==> config.mk <==
export PLATFORM = sky130hd
export DESIGN_NAME = page_frame_replacement
export DESIGN_NICKNAME = d
export VERILOG_FILES = /design/src/rtl/pfr_pkg.sv /design/src/rtl/page_frame_replacement.sv /design/src/rtl/pfr_core.sv
export SDC_FILE = /design/constraint.sdc
export NUM_CORES = 1
export LEC_CHECK = 0
export BUFFER_PORTS_ARGS = -buffer_cell sky130_fd_sc_hd__buf_2
export CAP_MARGIN = 10
export CORE_UTILIZATION = 39
export DETAILED_ROUTE_END_ITERATION = 10
export SLEW_MARGIN = 25
export SYNTH_ARGS = -nofsm -noshare
export SYNTH_HDL_FRONTEND = slang
export SYNTH_SLANG_ARGS = --single-unit
export TNS_END_PERCENT = 10
==> constraint.sdc <==
create_clock -name clk -period 14.46 [get_ports clk]
set_clock_uncertainty 0.05 [all_clocks]
set_input_delay 0 -clock clk [delete_from_list [all_inputs] [get_ports clk]]
set_output_delay 0 -clock clk [all_outputs]
set_load 0.02 [all_outputs]
==> src/rtl/pfr_pkg.sv <==
// ---------------------------------------------------------------------------
// pfr_pkg: shared types and constants for the page frame replacement block
// Frame count, page width, register indexes and the lookup result record.
// ---------------------------------------------------------------------------
package pfr_pkg;

	localparam int FRAMES    = 8;
	localparam int PAGE_BITS = 16;

	localparam int IDX_W  = (FRAMES > 1) ? $clog2(FRAMES) : 1;
	localparam int RANK_W = IDX_W;
	localparam int NCNT_W = $clog2(FRAMES + 1);

	// fixed field widths of the stream and register interface
	localparam int FIU_W        = 4;
	localparam int CFG_W        = 4;
	localparam int FRAME_OUT_W  = 3;
	localparam int PAGE_IO_W    = 16;
	localparam int CNT_W        = 32;

	localparam logic REG_FRAMES_IN_USE = 1'b0;
	localparam logic REG_POLICY        = 1'b1;

	localparam logic POLICY_FIFO = 1'b0;
	localparam logic POLICY_LRU  = 1'b1;

	localparam logic [FIU_W-1:0] FIU_RESET = FIU_W'(8);

	typedef logic [PAGE_BITS-1:0] page_t;
	typedef logic [IDX_W-1:0]     idx_t;
	typedef logic [RANK_W-1:0]    rank_t;
	typedef logic [NCNT_W-1:0]    ncnt_t;

	typedef struct packed {
		logic  hit;
		idx_t  frame;
		logic  ev_valid;
		page_t ev_page;
	} lookup_t;

endpackage

==> src/rtl/page_frame_replacement.sv <==
// ---------------------------------------------------------------------------
// page_frame_replacement: FIFO / LRU page frame replacement engine
// ---------------------------------------------------------------------------
// Each item on the s_ stream is one page reference (page in s_tdata[15:0]).
// Each reference yields exactly one item on the m_ stream: hit flag, frame
// index, evicted page if any and the saturating hit and fault totals.
// The reference is registered on acceptance, then matched against all frames
// in use and written to the output register. One reference per cycle is
// sustained while the output is taken; the frame table updates in the
// same edge that loads the result, so the next reference sees it at once.
// When m_tready is low the output register holds, the input stage holds its
// reference and s_tready drops until the output is taken.
// Registers: index 0 frames_in_use (4 bits, reset 8), index 1 policy
// (0 FIFO, 1 LRU, reset 1). Write them only while the block is idle.
// Reset clears all frames, ranks, FIFO pointer and both totals at once.
// ---------------------------------------------------------------------------
module page_frame_replacement (
	input  logic        clk,
	input  logic        arst_n,

	input  logic        s_tvalid,
	output logic        s_tready,
	input  logic [15:0] s_tdata,   // [15:0] page

	output logic        m_tvalid,
	input  logic        m_tready,
	output logic [87:0] m_tdata,   // [2:0] frame, [18:3] evicted_page,
	                               // [50:19] hit_count, [82:51] fault_count
	output logic [1:0]  m_tuser,   // [0] hit, [1] evicted_valid

	input  logic        cfg_we,
	input  logic        cfg_index,
	input  logic [3:0]  cfg_wdata
);
	import pfr_pkg::*;

	logic [FIU_W-1:0]     fiu_q;
	logic                 policy_q;
	ncnt_t                n_active;

	logic                 valid_s1;
	page_t                page_s1;
	logic                 advance;
	logic                 step;

	lookup_t              res;

	logic                 out_valid_q;
	logic                 hit_q;
	logic                 ev_valid_q;
	logic [FRAME_OUT_W-1:0] frame_q;
	logic [PAGE_IO_W-1:0] ev_page_q;
	logic [CNT_W-1:0]     hits_q;
	logic [CNT_W-1:0]     faults_q;

	always_comb begin
		if (fiu_q == '0)                 n_active = NCNT_W'(1);
		else if (32'(fiu_q) > FRAMES)    n_active = NCNT_W'(FRAMES);
		else                             n_active = NCNT_W'(fiu_q);
	end

	assign advance  = !out_valid_q || m_tready;
	assign step     = valid_s1 && advance;
	assign s_tready = !valid_s1 || advance;

	always_ff @(posedge clk or negedge arst_n) begin
		if (!arst_n) begin
			fiu_q    <= FIU_RESET;
			policy_q <= POLICY_LRU;
		end else if (cfg_we) begin
			case (cfg_index)
				REG_FRAMES_IN_USE: fiu_q    <= cfg_wdata;
				REG_POLICY:        policy_q <= cfg_wdata[0];
				default:           ;
			endcase
		end
	end

	always_ff @(posedge clk or negedge arst_n) begin
		if (!arst_n) begin
			valid_s1 <= 1'b0;
		end else if (s_tready) begin
			valid_s1 <= s_tvalid;
		end
	end

	always_ff @(posedge clk) begin
		if (s_tvalid && s_tready) page_s1 <= PAGE_BITS'(s_tdata);
	end

	pfr_core u_core (
		.clk      (clk),
		.arst_n   (arst_n),
		.step     (step),
		.page     (page_s1),
		.n_active (n_active),
		.lru      (policy_q == POLICY_LRU),
		.res      (res)
	);

	always_ff @(posedge clk or negedge arst_n) begin
		if (!arst_n) begin
			out_valid_q <= 1'b0;
			hits_q      <= '0;
			faults_q    <= '0;
		end else begin
			if (step) begin
				out_valid_q <= 1'b1;
				if (res.hit) begin
					if (hits_q != '1) hits_q <= hits_q + CNT_W'(1);
				end else begin
					if (faults_q != '1) faults_q <= faults_q + CNT_W'(1);
				end
			end else if (m_tready) begin
				out_valid_q <= 1'b0;
			end
		end
	end

	always_ff @(posedge clk) begin
		if (step) begin
			hit_q      <= res.hit;
			ev_valid_q <= res.ev_valid;
			frame_q    <= FRAME_OUT_W'(res.frame);
			ev_page_q  <= PAGE_IO_W'(res.ev_page);
		end
	end

	assign m_tvalid = out_valid_q;
	assign m_tuser  = {ev_valid_q, hit_q};
	assign m_tdata  = {5'b0, faults_q, hits_q, ev_page_q, frame_q};

endmodule

==> src/rtl/pfr_core.sv <==
// ---------------------------------------------------------------------------
// pfr_core: frame table, match and victim selection
// Holds the resident pages, valid bits, LRU ranks and FIFO pointer; on each
// step it resolves one reference and updates the table at the clock edge.
// ---------------------------------------------------------------------------
module pfr_core (
	input  logic            clk,
	input  logic            arst_n,
	input  logic            step,
	input  pfr_pkg::page_t  page,
	input  pfr_pkg::ncnt_t  n_active,
	input  logic            lru,
	output pfr_pkg::lookup_t res
);
	import pfr_pkg::*;

	page_t              pages_q [FRAMES];
	logic [FRAMES-1:0]  valid_q;
	rank_t              rank_q  [FRAMES];
	idx_t               fifo_ptr_q;

	logic [FRAMES-1:0]  in_use;
	logic [FRAMES-1:0]  hit_vec;
	logic [FRAMES-1:0]  empty_vec;
	logic               found;
	logic               empty_found;
	idx_t               hit_idx;
	idx_t               empty_idx;
	idx_t               lru_idx;
	rank_t              lru_best;
	idx_t               fifo_idx;
	idx_t               target;
	ncnt_t              target_inc;
	idx_t               fifo_next;
	logic [RANK_W:0]    old_rank;
	logic [FRAMES-1:0]  age_vec;

	always_comb begin
		for (int i = 0; i < FRAMES; i++) begin
			in_use[i]    = (NCNT_W'(i) < n_active);
			hit_vec[i]   = in_use[i] && valid_q[i] && (pages_q[i] == page);
			empty_vec[i] = in_use[i] && !valid_q[i];
		end

		found   = |hit_vec;
		hit_idx = '0;
		for (int i = FRAMES - 1; i >= 0; i--) begin
			if (hit_vec[i]) hit_idx = IDX_W'(i);
		end

		empty_found = |empty_vec;
		empty_idx   = '0;
		for (int i = FRAMES - 1; i >= 0; i--) begin
			if (empty_vec[i]) empty_idx = IDX_W'(i);
		end

		// oldest frame, lowest index wins a tie
		lru_idx  = '0;
		lru_best = rank_q[0];
		for (int i = 1; i < FRAMES; i++) begin
			if (in_use[i] && rank_q[i] > lru_best) begin
				lru_best = rank_q[i];
				lru_idx  = IDX_W'(i);
			end
		end

		fifo_idx = (NCNT_W'(fifo_ptr_q) < n_active) ? fifo_ptr_q : '0;

		if (found)            target = hit_idx;
		else if (empty_found) target = empty_idx;
		else if (lru)         target = lru_idx;
		else                  target = fifo_idx;

		target_inc = NCNT_W'(target) + NCNT_W'(1);
		fifo_next  = (target_inc >= n_active) ? '0 : IDX_W'(target_inc);

		// a fill ages every other valid in-use frame below the top rank; a hit ages only younger ones
		old_rank = found ? {1'b0, rank_q[target]} : (RANK_W+1)'(FRAMES);
		for (int i = 0; i < FRAMES; i++) begin
			age_vec[i] = (IDX_W'(i) != target) && valid_q[i] && in_use[i] &&
				({1'b0, rank_q[i]} < old_rank) && (rank_q[i] != RANK_W'(FRAMES - 1));
		end

		res.hit      = found;
		res.frame    = target;
		res.ev_valid = !found && !empty_found;
		res.ev_page  = (!found && !empty_found) ? pages_q[target] : '0;
	end

	always_ff @(posedge clk) begin
		if (step && !found) pages_q[target] <= page;
	end

	always_ff @(posedge clk or negedge arst_n) begin
		if (!arst_n) begin
			valid_q    <= '0;
			fifo_ptr_q <= '0;
			for (int i = 0; i < FRAMES; i++) rank_q[i] <= '0;
		end else if (step) begin
			if (!found) valid_q[target] <= 1'b1;
			if (lru) begin
				for (int i = 0; i < FRAMES; i++) begin
					if (age_vec[i]) rank_q[i] <= rank_q[i] + RANK_W'(1);
				end
				rank_q[target] <= '0;
			end else if (!found) begin
				fifo_ptr_q <= fifo_next;
			end
		end
	end

	a_valid_sticky: assert property (@(posedge clk) disable iff (!arst_n)
		1'b1 |=> ((valid_q & $past(valid_q)) == $past(valid_q)))
		else $error("frame valid bit dropped");

	a_target_valid: assert property (@(posedge clk) disable iff (!arst_n)
		step |=> valid_q[$past(target)])
		else $error("target frame not valid after step");

	a_lru_mru: assert property (@(posedge clk) disable iff (!arst_n)
		(step && lru) |=> (rank_q[$past(target)] == '0))
		else $error("referenced frame not most recent");

endmodule
# --- Word level (Yosys, flattened, before mapping) ---
# Memories as Yosys holds them, arrays and structs flattened. A register that Yosys moved wholly into a read port is not among the register bits.
# Index checks and enable logic that the tools add are counted.
classes:
  n_addsub: 11
  order_cmp: 30
  n_eq_ne: 25
  n_mux: 72
  n_bitwise: 7
  reduce_logical: 96
ops:
  columns: ["operator", "count"]
  rows:
  - ["$mux 3", 58]
  - ["$eq 16x16->1", 8]
  - ["$logic_and 1x1->1", 69]
  - ["$add 32x1->32 const B", 2]
  - ["$ne 32x32->1 const B", 2]
  - ["$lt 3x4->1", 9]
  - ["$add 3x1->3 const B", 8]
  - ["$and 24x24->24", 1]
  - ["$ne 3x3->1 const B", 8]
  - ["$not 24->24", 1]
  - ["$gt 3x3->1", 7]
  - ["$lt 3x4->1 const A", 4]
  - ["$reduce_or 8->1", 2]
  - ["$logic_not 1->1", 13]
  - ["$mux 4", 3]
  - ["$ne 3x3->1 const A", 4]
  - ["$bmux 3 s3", 1]
  - ["$demux 3 s3", 1]
  - ["$reduce_and 3->1", 3]
  - ["$lt 1x4->1 const A", 2]
  - ["$lt 2x4->1 const A", 2]
  - ["$or 8x8->8", 1]
  - ["$reduce_and 2->1", 4]
  - ["$mux 1", 6]
  - ["other kinds (17)", 22]
word_totals:
  register_bits: 127
  ram_bits: 128
  in_bits: 26
  output_inout_bits: 92
  elab_cells: 262
  memories: 1
memory_table:
  columns: ["memory", "words", "width", "rd", "rd_ports_with_merged_regs", "write_ports", "line", "source"]
  rows:
  - ["u_core.pages_q", 8, 16, 9, 1, 1, "pfr_core.sv:17", "page_t pages_q [FRAMES];"]

# --- Depth between registers and ports, before layout ---
depth:
  word_depth: 39
  mapped_depth: 64
  mapped_depth_nobuf: 62

# --- Modules after synthesis ---
# From an unflattened synthesis, not the netlist that was laid out.
hier_totals:
  hier_cells: 1463
  area_unflattened_um2: 15685.0
by_module_without_submodules:
  columns: ["mod", "n_inst", "cells_per_inst", "area_each_um2", "seq_area_each_um2"]
  rows:
  - ["pfr_core", 1, 1097, 11058.1, 4719.5]
  - ["page_frame_replacement", 1, 366, 4626.9, 2890.3]

# --- Least setup slack after synthesis ---
# Ideal clock, no wire load.
synth_timing:
  kind: "register to register"
  startpoint: "register u_core.rank_q[23] in the netlist's numbering"
  endpoint: "register u_core.rank_q[15] in the netlist's numbering"
  setup_ps: 121
  arrival_time_ps: 11397
  required_time_ps: 14289
  slack_ps: 2892
  path_stages_with_launch: 57
  path_buffers: 2
  period_less_slack_ps: 11568
  path_cell_list: "dfrtp_1 inv_1 ha_1 a21oi_1 o21a_1 nor2_1 o21ai_0 ha_1 o21a_1 maj3_1 a2111oi_0 nor2_1 a21oi_1 ha_1 nor2_1 nand2_1 nand3_1 a21o_1 [... 21 more ...] ha_1 nor2b_1 o21ai_0 a21oi_1 nor3b_1 nand2_1 or4b_1 o21a_1 buf_2 clkbuf_1 a22oi_1 o22ai_1 a311o_1 ha_1 a21oi_1 o211ai_1 o32a_1 o22a_1"
synth_via:
  elab_chain_len: 36
  elab_cells_between_ends: 51
  classes_between: "order compare: 10; eq/ne: 1; mux: 25; bitwise: 3; reduce/logical: 12"
synth_lines:
  columns: ["item", "line", "source"]
  rows:
  - ["start: declaration", "pfr_core.sv:19", "rank_t rank_q [FRAMES];"]
  - ["start signal: indexed assignment", "pfr_core.sv:103", "if (age_vec[i]) rank_q[i] <= rank_q[i] + RANK_W'(1);"]
  - ["$gt 3x3->1", "pfr_core.sv:61", "if (in_use[i] && rank_q[i] > lru_best) begin"]
  - ["$logic_and 1x1->1", "pfr_core.sv:61", null]
  - ["$mux 3", "pfr_core.sv:61", null]
  - ["$gt 3x3->1", "pfr_core.sv:61", null]
  - ["$logic_and 1x1->1", "pfr_core.sv:61", null]
  - ["$mux 3", "pfr_core.sv:61", null]
  - ["$gt 3x3->1", "pfr_core.sv:61", null]
  - ["$logic_and 1x1->1", "pfr_core.sv:61", null]
  - ["[... 20 more ...]", null, null]
  - ["$mux 4", "pfr_core.sv:78", "old_rank = found ? {1'b0, rank_q[target]} : (RANK_W+1)'(FRAMES);"]
  - ["$lt 3x4->1", "pfr_core.sv:81", "({1'b0, rank_q[i]} < old_rank) && (rank_q[i] != RANK_W'(FRAMES - 1));"]
  - ["$logic_and 1x1->1", "pfr_core.sv:80", "age_vec[i] = (IDX_W'(i) != target) && valid_q[i] && in_use[i] &&"]
  - ["$logic_and 1x1->1", "pfr_core.sv:81", null]
  - ["$mux 3", "pfr_core.sv:103", null]
  - ["$mux 3", "pfr_core.sv:101", "if (lru) begin"]
  - ["$mux 3", "pfr_core.sv:99", "end else if (step) begin"]
  - ["$and 24x24->24 (no line) (*)", null, null]
# Every way passes the cells marked *; elsewhere a longest branch is shown, timed or not. The select of a mux whose other input is x is not followed.
# A chain may end at the register's enable or synchronous reset.

# --- Final worst setup path ---
layout_timing:
  startpoint: "register u_core.rank_q[23] in the netlist's numbering"
  endpoint: "register u_core.rank_q[21] in the netlist's numbering"
# The elaborated chain is that of the path after synthesis.

==> flow_summary_export.csv <==
group,metric,value,unit
timing,max_freq,74.3,MHz
clock_network,clk_pin_slew,60,ps
timing,worstMarginPinSlew,1020,ps
timing,slew_headroom,32.2,%
placement,port_buffers,112,
setup_path,criticalPathCategory,"flip-flop to flip-flop",
synthesis,yosysWarnings,0,
power_and_ir_drop,clock_power_share,18.4,%
timing,period_minus_slack,13460,ps
clock_network,cts_made_buffers,31,
power_and_ir_drop,seqPwrFrac,29.3,%
setup_path,cp_max_fo,43,
placement,place_hpwl,32500,µm
power_and_ir_drop,p_int,0.00226,W
clock_network,htreeDepth,1,
clock_network,clkLatencyLatePin,590,ps
setup_path,critPathArrivalTime,13880,ps
final_layout,n_antenna_cell,0,
power_and_ir_drop,pwr-share-comb,52.3,%
setup_path,startpoint_type,"flip-flop",
route,drc,0,
global_routing,antenna_found_initial,0,
setup_path,critPathCaptureType,"flip-flop",
synthesis,async_flop_share,39.1,%
setup_path,critPathSlowestCell,"a2111oi_1",
placement,pre_cts_ws,1140,ps
final_layout,area_growth,15.7,%
setup_path,cp_top_family,"compound AO/OA/AOI/OAI gates",
job,drv_cap,0,
final_layout,instances_no_fill,2085,
clock_network,cts_tree,"yes",
die,start_util,39.5,%
route,drt-initial-drc-count,1098,
route,ant_nets,0,
die,coreArea,38600,µm²
die,io_pins,118,
clock_network,ctsLongestPathBuffers,3,
placement,place_inst,1995,
route,vias_per_cell,5.68,
final_layout,fin_area,17600,µm²
setup_path,required,14880,ps
route,drtPass1Iterations,5,
synthesis,synth_top_area_share,32.5,%
timing,hold_viol_final,0,
clock_network,cts-root-buf,"clkbuf_16",
setup_path,path_common_cell,"ha_1",
timing,holdWs,78.1,ps
synthesis,netlist_area,15200,µm²
synthesis,avgSynthCellArea,10.8,µm²
status,status,"completed",
global_routing,first_global_vias,11293,
hold_path,hold_path_class,"input port to flip-flop",
synthesis,synth-main-ff-cell,"edfxtp_1",
timing,drv_slew,0,
synthesis,synth_seq_cells,271,
global_routing,grt_max_degree,61,
timing,setup_violations,0,
synthesis,yosysTopAreaCell,"edfxtp_1",
power_and_ir_drop,power_density,238,nW/µm²
synthesis,synth_enable_flop_cells,165,
power_and_ir_drop,p_switching,0.00193,W
global_routing,overflow,0,
power_and_ir_drop,leakagePower,7.07,nW
power_and_ir_drop,ir_drop,0.156,mV
route,vias,11837,
route,detail_route.wl_per_cell,22.1,µm
final_layout,layout_commonest_cell,"edfxtp_1",
timing,min_period_over_period,93.1,%
final_layout,final_cell_mix,"edfxtp_1 (165), nand2_1 (127), buf_2 (111), nor2_1 (104), dfrtp_1 (104)",
timing,rsz0062_at_grt,"false",
timing,tns,0,ps
die,fp.dieArea,39900,µm²
placement,place.gp.congestion,0.957,
synthesis,synthCells,1411,
die,std_cell_rows,72,
global_routing,track_usage,23.2,%
route,wl,46200,µm
global_routing,grt_first_pass_wirelength,69000,µm
placement,place_area,16300,µm²
power_and_ir_drop,switching_share,46.0,%
final_layout,drive_gt1_share,14.7,%
synthesis,synth_cell_type_count,88,
setup_path,critPathBufInv,3,
die,fp.dieH,200,µm
final_layout,fin_nets,1628,
setup_path,crit_path_max_incr_delay,620,ps
synthesis,ys_top_cells_by_area,"edfxtp_1 (33%), dfrtp_1 (17%), xor2_1 (5.7%)",
synthesis,synth_seq_area_share,49.9,%
die,die_x,200,µm
clock_network,numClockSinks,271,
timing,finalWorstSetupSlack,1000,ps
registers in the layout (all words and copies together), names as in the netlist:
signal,flops
u_core.pages_q,128
faults_q,32
hits_q,32
u_core.rank_q,24
ev_page_q,16
page_s1,16
u_core.valid_q,8
fiu_q,4
frame_q,3
u_core.fifo_ptr_q,3
ev_valid_q,1
hit_q,1
m_tvalid,1
policy_q,1
valid_s1,1
final cells by class:
class,count,area (µm²)
Fill cell,3640,20900
Sequential cell,271,7610
Multi-Input combinational cell,1048,7230
Timing Repair Buffer,161,1030
Clock buffer,41,863
Tap cell,518,648
Clock inverter,16,139
Inverter,30,113
cell usage after synthesis (all sizes together) (4+ instances only):
cell type	number
nor4	30
a221oi	9
nand2	128
o22ai	10
edfxtp	165
xor2	100
or2	12
ha	59
nand3b	4
o21ai	60
a22o	7
nor2	108
o21a	12
nand4	35
and3	26
a2111oi	4
o211ai	10
nor3	25
o2111ai	11
a211oi	10
dfrtp	104
xnor2	89
a31oi	7
and4	7
nand3	58
mux2	16
nand2b	10
a21oi	58
buf	43
nor2b	8
o311ai	4
clkbuf	23
or4	5
and2	12
inv	29
mux2i	39
o21bai	4
nand4b	4
a22oi	14
a311oi	5
metal layers:
layer | GRT usage, % | vias up | routed length (µm)
met5 | 0 | - | 0
met4 | 9.67 | 0 | 1850
met3 | 3.51 | 115 | 2840
met2 | 36.9 | 435 | 21400
met1 | 31.5 | 5807 | 20100
li1 | - | 5480 | -
through the flow:
| step | util, % | total power [W] |
|---|---|---|
| 3_3_place_gp | 42.2 | 0.00336 |
| 2_1_floorplan | - | 0.00268 |
| 5_1_grt | 45.7 | 0.00444 |
| 4_1_cts | 45.7 | 0.00418 |
| 3_5_place_dp | 42.2 | 0.00339 |
| 6_report | 45.7 | 0.00420 |
power groups by stage:
stage	Sequential [W]	Combinational [W]	Clock, W
finish	0.00123	0.00219	0.000772
global placement	0.00123	0.00213	0
CTS	0.00123	0.00216	0.000786
global route	0.00125	0.00237	0.000816
detailed placement	0.00124	0.00215	0
floorplan	0.00122	0.00145	0
cells by family after synthesis:
logic type,after synthesis,share of synthesized area (%)
buffers and inverters,96,2.95
flip-flops,271,49.9
AND/OR/NAND/NOR,483,15.8
AO/OA/AOI/OAI,256,11.8
XOR/XNOR,189,10.9
adder cells (fa/ha/maj),60,4.91
multiplexers,55,3.74
other,1,0.0246
worst paths after layout:
kind	cells after the start	to	slack, ps	startpoint
worst max-delay path	56	u_core.rank_q[21]$_DFFE_PN0P_	1000	u_core.rank_q[23]$_DFFE_PN0P_
max in group asynchronous	4	hits_q[0]$_DFFE_PN0P_	13060	arst_n
worst min register to register	1	faults_q[17]$_DFFE_PN0P_	430	faults_q[17]$_DFFE_PN0P_
worst max register to register	56	u_core.rank_q[21]$_DFFE_PN0P_	1000	u_core.rank_q[23]$_DFFE_PN0P_
worst min-delay path	2	page_s1[13]$_DFFE_PP_	80	s_tdata[13]
min in group asynchronous	3	fiu_q[3]$_DFFE_PN1P_	500	arst_n
repair_timing:
action                                  in CTS  in global routing
setup buffers                                0                  0
gates resized for setup                      0                  1
endpoints found under the setup margin       0                  6
hold buffers                                33                  0
endpoints found under the hold margin       69                  0
Note: power is estimated with default switching activity, not from simulation.
